**src/rtl/nitp_ram.sv**
```systemverilog
// ----------------------------------------------------------------------------
// Generic single-port-write RAM
// One write port and one read port; read data is registered.
// ----------------------------------------------------------------------------
module nitp_ram #(
  parameter int WIDTH = 8,
  parameter int DEPTH = 16
) (
  input  logic                                     clk_i,
  input  logic                                     we_i,
  input  logic [((DEPTH > 1) ? $clog2(DEPTH) : 1)-1:0] waddr_i,
  input  logic [WIDTH-1:0]                         wdata_i,
  input  logic                                     re_i,
  input  logic [((DEPTH > 1) ? $clog2(DEPTH) : 1)-1:0] raddr_i,
  output logic [WIDTH-1:0]                         rdata_o
);

  logic [WIDTH-1:0] mem_q [DEPTH];
  logic [WIDTH-1:0] rdata_q;

  always_ff @(posedge clk_i) begin
    if (we_i) begin
      mem_q[waddr_i] <= wdata_i;
    end
    if (re_i) begin
      rdata_q <= mem_q[raddr_i];
    end
  end

  assign rdata_o = rdata_q;

endmodule

```
**config.mk**
```make
export PLATFORM = sky130hd
export DESIGN_NAME = nitp_ram
export DESIGN_NICKNAME = d
export VERILOG_FILES = /design/src/rtl/nitp_ram.sv
export SDC_FILE = /design/constraint.sdc
export NUM_CORES = 1
export LEC_CHECK = 0
export BUFFER_PORTS_ARGS = -buffer_cell sky130_fd_sc_hd__buf_2
export CAP_MARGIN = 20
export CORE_UTILIZATION = 45
export DETAILED_ROUTE_END_ITERATION = 8
export GPL_TIMING_DRIVEN = 0
export PLACE_DENSITY_LB_ADDON = 0.12
export SLEW_MARGIN = 15
export SYNTH_ARGS = -nofsm -noshare
export SYNTH_HDL_FRONTEND = slang
export SYNTH_SLANG_ARGS = --single-unit
```
**constraint.sdc**
```tcl
create_clock -name clk_i -period 1.75 [get_ports clk_i]
set_clock_uncertainty 0.1 [all_clocks]
set_input_delay 0.0875 -clock clk_i [delete_from_list [all_inputs] [get_ports clk_i]]
set_output_delay 0.0875 -clock clk_i [all_outputs]
set_load 0.005 [all_outputs]
```
==> run metrics <==
Via Count=about 2400; RSZ-0062 raised after global routing=no; Post-synth EDFFs=roughly 140; share of power burned in registers=0.487; Peak VDD IR=0.000476 V; largest net degree at the start of global routing=17; final hold vios=0; Initial Util=0.472; status=complete, no violations; Worst Path Arrival=roughly 1.7 ns; Syn Std Cell Area=5230 um^2; CTS Buf Count=17; CTS sink cnt=approximately 140; Area contributors post-synth=edfxtp_1 78%, mux4_2 7.8%, mux4_1 7.0%, a22oi_1 2.3%, nor2_1 0.93%; Worst-path clk slew=0.06 ns; CP required=between 1.5 and 2 ns; switching power=around 1.5 mW; hpwl dp=6.19 mm; M1 WL=4.80 mm; metal3 WL=413 um; Comb pwr share=0.048; Total Neg Setup Slack=0 ns; HP Class=in -> reg; die width=~110 um; count leader, synth=edfxtp_1; post-place setup slack=-0.136 ns; slew margin rel.=0.463; GRT Residual Overflow=0; RePlAce Congestion=0.671; I/O Pins=27; Met2 Wirelength=4.62 mm; post-synthesis async set-or-reset flop share=0; vias in the first global route=2391; htree depth=4; Final min period=1.64 ns; global-route usage over all layers=0.186; Synthesis Warnings=0; number of synthesized register bits=136; Layout Nets=around 300; CTS Buffer Depth=2; Slowest-stage cell, CP=mux4_1; CTS tree=built; worst-skew pair later-pin latency=0.41 ns; root buf cell=clkbuf_16; Vias/cell=5.44; top post-synthesis cells by count=136 x edfxtp_1, 18 x mux4_2, 16 x a22oi_1, 14 x mux4_1, 13 x nor2_1; starting DRC count in detailed routing=140; IO Port Bufs=25; total power draw=around 7.6 mW; final core occ=0.562; CORE AREA=11100 um^2; final non-filler cell total=~440; DR top layer=met4; n_diodes=0; Design Area, Final=6230 um^2; post-synthesis area per instance=22.8 um^2; Fill cells=847; Row Count=38; Seq/Total Area, Yosys=0.781; DRC=0; final setup vio count=0; post-synthesis cell count=229; placed cell area=5550 um^2; Buffers & Inverters on Critical Path=0; Cells after DPL=394; Worst path max stage delay=0.53 ns; WS Path Type=reg -> reg; Total Wirelength=9.92 mm; fin crit share=0.939; Internal Power=6.05 mW; Routed Antenna Nets=0; fmax=608 MHz; initial antenna violation count=0; Top FF cell, synth=edfxtp_1; worst hold slack=0.108 ns; cell family with most CP delay=multiplexers; CP Capture Type=flip-flop; switching share of power=0.201; Cell Chain, Critical Path=mux4_1 > a22oi_2 > nand2_1; total of max-cap violations=0; peak fanout along the critical path=1; PnR worst setup slack=0.106 ns; die area=12100 um^2; Yosys top cell area share=0.781; nature of the critical path startpoint=flip-flop; clock share of power=0.466; Wirelength per Cell=22.8 um; Power Density=between 1000 and 1500 nW/um^2; post-synth top area cell=edfxtp_1; chip height=110 um; Synthesized Nets=around 250; first-pass GRT wire length=14.8 mm; slew at the pin closest to its max-slew limit=0.802 ns; Synth-to-Final Area Change=19.2%; TritonRoute pass-1 iters=4; Final Slew Violations=0; Yosys cell types=18; Leak Pwr=2.07 nW; share of cells above drive strength 1=0.295
## cell families (layout without fill, tap and decap cells)
| group | after synthesis | after routing | synth area share |
|---|---|---|---|
| AO/OA/AOI/OAI | 16 | 16 | 0.0230 |
| AND/OR/NAND/NOR | 35 | 35 | 0.0314 |
| multiplexers | 32 | 32 | 0.148 |
| flip-flops | 136 | 136 | 0.781 |
| buffers and inverters | 10 | 76 | 0.0165 |
## timing repair
action / 4_1_cts / 5_1_grt
hold buffers: 9 / 0
endpoints found under the hold margin: 134 / 0
buffers inserted: 0 / 0
gates resized for setup: 1 / 0
setup endpoints to repair: 1 / 0
## worst register-to-register path, stage by stage (launching register included)
cell and delay (ns):
edfxtp_1 0.36, mux4_1 0.53, a22oi_2 0.28, nand2_1 0.12
## registers in the layout, indices dropped and copies added (netlist names)
register / flops
rdata_o: 8
mem_q: 128
## power by group through the flow
stage | Combinational (mW) | Sequential (mW) | Clock, mW
3_5_place_dp | 0.349 | 3.75 | 0
2_1_floorplan | 0.185 | 3.75 | 0
6_report | 0.361 | 3.69 | 3.53
5_1_grt | 0.393 | 3.69 | 3.70
3_3_place_gp | 0.342 | 3.75 | 0
4_1_cts | 0.367 | 3.69 | 3.56
## placed cells by master (no fill, tap or decap), types with 4 or more instances in the layout
cell	count
clkbuf_16	17
buf_2	28
edfxtp_1	136
mux4_2	18
dlygate4sd3_1	9
nor2_1	13
mux4_1	14
a22oi_1	15
nand2_1	9
nor3_2	4
clkinvlp_4	4
## area by class of cell
| class | instances | area (um^2) | share of cell area |
|---|---|---|---|
| Multi-Input combinational cell | 83 | 1080 | 0.174 |
| Clock inverter | 13 | 155 | 0.0249 |
| Buffer | 10 | 86.3 | 0.0139 |
| Sequential cell | 136 | 4080 | 0.655 |
| Tap cell | 140 | 175 | 0.0281 |
| Timing Repair Buffer | 34 | 215 | 0.0345 |
| Clock buffer | 19 | 433 | 0.0695 |
## path summary, 6_finish.rpt
path | startpoint | to | slack, ns | depth (start not counted)
worst max-delay path | mem_q[1][0] | rdata_o[0] | 0.11 | 3
worst min-delay path | waddr_i[1] | mem_q[4][4] | 0.11 | 2
worst max register to register | mem_q[1][0] | rdata_o[0] | 0.11 | 3
worst min register to register | mem_q[10][7] | rdata_o[7] | 0.65 | 3
## routing by layer
metal / vias to the layer above / track usage
li1: 1083 / -
met1: 1219 / 0.271
met2: 60 / 0.268
met3: 6 / 0.0528
met4: 0 / 0.0657
met5: - / 0
Power figures use the tool's default switching activity.
