<file path="src/rtl/nitp_pkg.sv">
// ----------------------------------------------------------------------------
// Nested IRQ time profiler package
// Sizes, codes, storage layouts and state types shared by the profiler files.
// ----------------------------------------------------------------------------
package nitp_pkg;

  localparam int CPU_COUNT     = 4;
  localparam int STACK_DEPTH   = 16;
  localparam int IRQ_COUNT     = 512;
  localparam int SLOTS_PER_IRQ = 4;

  localparam int IRQ_W   = 16;
  localparam int DEV_W   = 32;
  localparam int TIME_W  = 64;
  localparam int COUNT_W = 32;

  localparam int FRAMES    = CPU_COUNT * STACK_DEPTH;
  localparam int ROWS      = CPU_COUNT * IRQ_COUNT;
  localparam int SLOTS_ALL = ROWS * SLOTS_PER_IRQ;

  localparam int CPU_W = (CPU_COUNT > 1) ? $clog2(CPU_COUNT) : 1;
  localparam int TOP_W = $clog2(STACK_DEPTH + 1);
  localparam int FA_W  = (FRAMES > 1) ? $clog2(FRAMES) : 1;
  localparam int RA_W  = (ROWS > 1) ? $clog2(ROWS) : 1;
  localparam int SA_W  = (SLOTS_ALL > 1) ? $clog2(SLOTS_ALL) : 1;
  localparam int SI_W  = $clog2(SLOTS_PER_IRQ + 1);
  localparam int SL_W  = (SLOTS_PER_IRQ > 1) ? $clog2(SLOTS_PER_IRQ) : 1;

  localparam logic KIND_ENTRY = 1'b0;
  localparam logic KIND_EXIT  = 1'b1;

  typedef enum logic [2:0] {
    ST_ENTRY      = 3'd0,
    ST_EXIT       = 3'd1,
    ST_IRQ_RANGE  = 3'd2,
    ST_FULL       = 3'd3,
    ST_EMPTY      = 3'd4,
    ST_MISMATCH   = 3'd5,
    ST_TABLE_FULL = 3'd6
  } status_e;

  typedef enum logic {
    ALU_ADD,
    ALU_SUB
  } alu_op_e;

  typedef enum logic [3:0] {
    S_CLEAR,
    S_IDLE,
    S_PRD,
    S_PSUB,
    S_PADD,
    S_PUSH,
    S_FRD,
    S_FSUB,
    S_FADD,
    S_WALK,
    S_CMP,
    S_POP,
    S_RESP
  } state_e;

  typedef struct packed {
    logic [IRQ_W-1:0] irq;
    logic [DEV_W-1:0] device;
  } frame_id_t;

  typedef struct packed {
    logic [DEV_W-1:0]   device;
    logic [TIME_W-1:0]  total;
    logic [COUNT_W-1:0] count;
  } slot_t;

endpackage

</file>
<file path="src/rtl/nitp_alu.sv">
// ----------------------------------------------------------------------------
// Shared time arithmetic unit
// One 64-bit adder that adds or subtracts, wrapping modulo 2^64.
// ----------------------------------------------------------------------------
module nitp_alu (
  input  nitp_pkg::alu_op_e          op_i,
  input  logic [nitp_pkg::TIME_W-1:0] a_i,
  input  logic [nitp_pkg::TIME_W-1:0] b_i,
  output logic [nitp_pkg::TIME_W-1:0] y_o
);
  import nitp_pkg::*;

  logic [TIME_W-1:0] b_op;
  logic              carry_in;

  always_comb begin
    unique case (op_i)
      ALU_ADD: begin
        b_op     = b_i;
        carry_in = 1'b0;
      end
      ALU_SUB: begin
        b_op     = ~b_i;
        carry_in = 1'b1;
      end
      default: begin
        b_op     = b_i;
        carry_in = 1'b0;
      end
    endcase
  end

  // Subtraction is a + ~b + 1 through the same adder.
  assign y_o = a_i + b_op + TIME_W'(carry_in);

endmodule

</file>
<file path="config.mk">
export PLATFORM = sky130hd
export DESIGN_NAME = nitp_alu
export DESIGN_NICKNAME = d
export VERILOG_FILES = /design/src/rtl/nitp_pkg.sv /design/src/rtl/nitp_alu.sv
export SDC_FILE = /design/constraint.sdc
export NUM_CORES = 1
export LEC_CHECK = 0
export BUFFER_PORTS_ARGS = -buffer_cell sky130_fd_sc_hd__buf_2
export CORE_MARGIN = 2
export CORE_UTILIZATION = 35
export DETAILED_ROUTE_END_ITERATION = 10
export PLACE_DENSITY_LB_ADDON = 0.2
export SLEW_MARGIN = 30
export SYNTH_ARGS = -nofsm -noshare
export SYNTH_HDL_FRONTEND = slang
export SYNTH_SLANG_ARGS = --single-unit
export TNS_END_PERCENT = 30
</file>
<file path="constraint.sdc">
create_clock -name vclk -period 12.2
set_input_delay 1.22 -clock vclk [all_inputs]
set_output_delay 1.22 -clock vclk [all_outputs]
set_load 0.005 [all_outputs]
</file>
==> impl_results.md <==
- CP Cell Sequence: buf_6, mux2i_1, fa_1, nor2b_1, o311a_1, o211ai_1, a211oi_1, o32ai_1, o41ai_1, a21o_1, a21oi_1, xnor2_1, buf_2
- Antenna cells: 0
- Die W: approximately 110 um
- CP startpoint: op_i
- Post-synthesis mux area share: 0.712%
- Multi-input logic area: between 4000 and 5000 sq um
- Vias in the first global route: about 4.6k
- Synthesis Warnings: 0
- PortBufs: between 150 and 200
- Via count: between 4k and 5k
- Via density: 5.38
- Core Area: around 12000 sq um
- DRC Markers: 0
- P&R area growth vs syn: 24.6%
- Simple-Gate Fraction of Synth Area: ~16%
- Fin crit period: between 6 and 7 ns
- Critical Path Fanout Max: 64
- Final ANT Viol Nets: 0
- Nets: 957
- Syn_nets: roughly 800
- Tot GR Track Use: a little under a fifth
- Main combinational cell family by area after synthesis: compound AO/OA/AOI/OAI gates
- RSZ-0062 raised after global routing: no
- Placer congestion estimate: just over 0.9
- Leak: about 2.8 nW
- Slew @ Worst Pin: about 0.71 ns
- Sequential element share of the synthesized area: 0%
- Mean Syn Cell Area: approximately 7.1 sq um
- Filler Cell Count: 1257
- CP endpoint: y_o[40]
- Hpwl dp: 11200 um
- GR Overflow Total: 0
- Worst setup SP type: input port
- Initial core utilization: 35.4%
- Largest net degree at the start of global routing: between 60 and 70
- Syn Inst Count: 594
- Drt pass-1 iters: 5
- Worst min path class: in -> out
- Post-CTS setup buffer count: 0
- Routed WL: 13100 um
- Pwr dens: 82.4 nW/um^2
- FF/Latch Area: 0 sq um
- Max stage delay on crit path: between 0.5 and 0.6 ns
- Final setup vio count: 0
- WP data required: ~11 ns
- Die area: 13000 sq um
- Cell row count: 40
- Synth cell types: 54
- Gates resized, CTS repair: 0
- Post-synthesis adder-cell area fraction: roughly a fifth
- Fin. Hold Viols: 0
- Outcome: complete, no violations
- CTS Hold Buffers Added: 0
- Highest-delay cell along the critical path: o41ai_1
- Post-Synth XOR/XNOR Area: 26.1%
- Period utilisation layout: between 50% and 60%
- WP depth: 13
- FFs & Latches: 0
- Routed WL per cell: 14.5 um
- Layout cells sized above 1: roughly a quarter
- Antenna violations before repair: 0
- Post-Syn Area: 4220 sq um
- Final slew viol count: 0
- Max-cap violations: 0
- Maximum VDD drop: around 0.035 mV
- First-pass GRT wire length: between 20000 and 25000 um
- I/O Pins: slightly below 200
- Max-slew headroom: 52.0%
- Die Y-Extent: 114 um
- CP bufs+invs: 2
- Compound-Gate Fraction of Synth Area: 32.0%
- Kind of cell adding the most delay to the critical path: compound AO/OA/AOI/OAI gates
- Critical path class: in -> out
- Total negative setup slack: 0 ns
- Post-place setup slack: about 5.7 ns
- Fmax: roughly 160 MHz
- Number of DRC markers in iteration 0: about 230
- CLK BUF: 0
- Data arrival time of the critical path: roughly 4.9 ns
- Fin Hold WS: between 2 and 3 ns
- Setup ws final: between 6 and 7 ns
- CP endpoint kind: output pin
## metal layers
layer | up-vias | routed length, um | part of all wire [%] | track usage, %
li1 | 2484 | - | - | -
met5 | - | 0 | 0 | 0
met2 | 132 | 6240 | 48 | 33.4
met4 | 0 | 87 | 0.66 | 1.30
met3 | 6 | 649 | 5.0 | 1.54
met1 | 2239 | 6120 | 47 | 25.6
## power breakdown
part	internal [mW]	switching, mW
Sequential	0	0
Clock	0	0
Combinational	0.198	0.236
Total	0.198	0.236
## synthesized netlist by cell type (4+ instances only)
cell       number  area share, %
xor2_1         86             18
a21o_1         46            8.2
nor2b_1         7            1.0
ha_1           68             20
nor3_1          6           0.71
xnor2_1        40            8.3
o21bai_1        9            1.6
buf_1           6           0.53
o21a_1          8            1.4
a21oi_1        66            7.8
nand4_1        27            4.0
nand2b_1        4           0.59
o21ai_1        22            2.6
and3_1          5           0.74
o21ai_0        16            1.9
a2111oi_0       4           0.83
nor2_1         31            2.8
clkbuf_1       23            2.0
inv_1          22            2.0
o211ai_1        5           0.89
nand2_1        41            3.6
## final cells by class
class	count	area share, %
Multi-Input combinational cell	541	76.4
Timing Repair Buffer	193	18.5
Tap cell	147	3.50
Inverter	23	1.64
## logic make-up after synthesis
group	Yosys count
xor+xnor	126
compound gates	208
mux	3
buf+inv	53
simple gates	135
fa+ha+maj	69
## how the worst min path moves through the flow
| stage | endpoint | depth (start not counted) | startpoint | slack, ns |
|---|---|---|---|---|
| 3_5_place_dp | y_o[0] | 3 | a_i[0] | 2.71 |
| 5_1_grt | y_o[0] | 3 | a_i[0] | 2.72 |
| 2_1_floorplan | y_o[0] | 1 | b_i[0] | 2.49 |
| 3_3_place_gp | y_o[0] | 3 | a_i[0] | 2.71 |
| 4_1_cts | y_o[0] | 3 | a_i[0] | 2.71 |
| 6_report | y_o[0] | 3 | a_i[0] | 2.71 |
## cell usage in the layout, fill, tap and decap left out, drive strengths merged, types with 23 or more instances in the layout
cell,count
o21ai,39
inv,23
nand4,27
xor2,86
nand2,41
ha,68
buf,193
nor2,31
a21oi,66
xnor2,40
a21o,46
## metrics by stage
stage	util, %	area, sq um	instances	power, mW
5_1_grt	44.2	5260	904	0.478
4_1_cts	44.1	5260	904	0.433
2_1_floorplan	-	4220	594	0.281
3_5_place_dp	44.1	5260	904	0.430
6_report	44.2	5260	904	0.433
3_3_place_gp	44.1	5260	904	0.428
(Power assumes the default switching activity.)
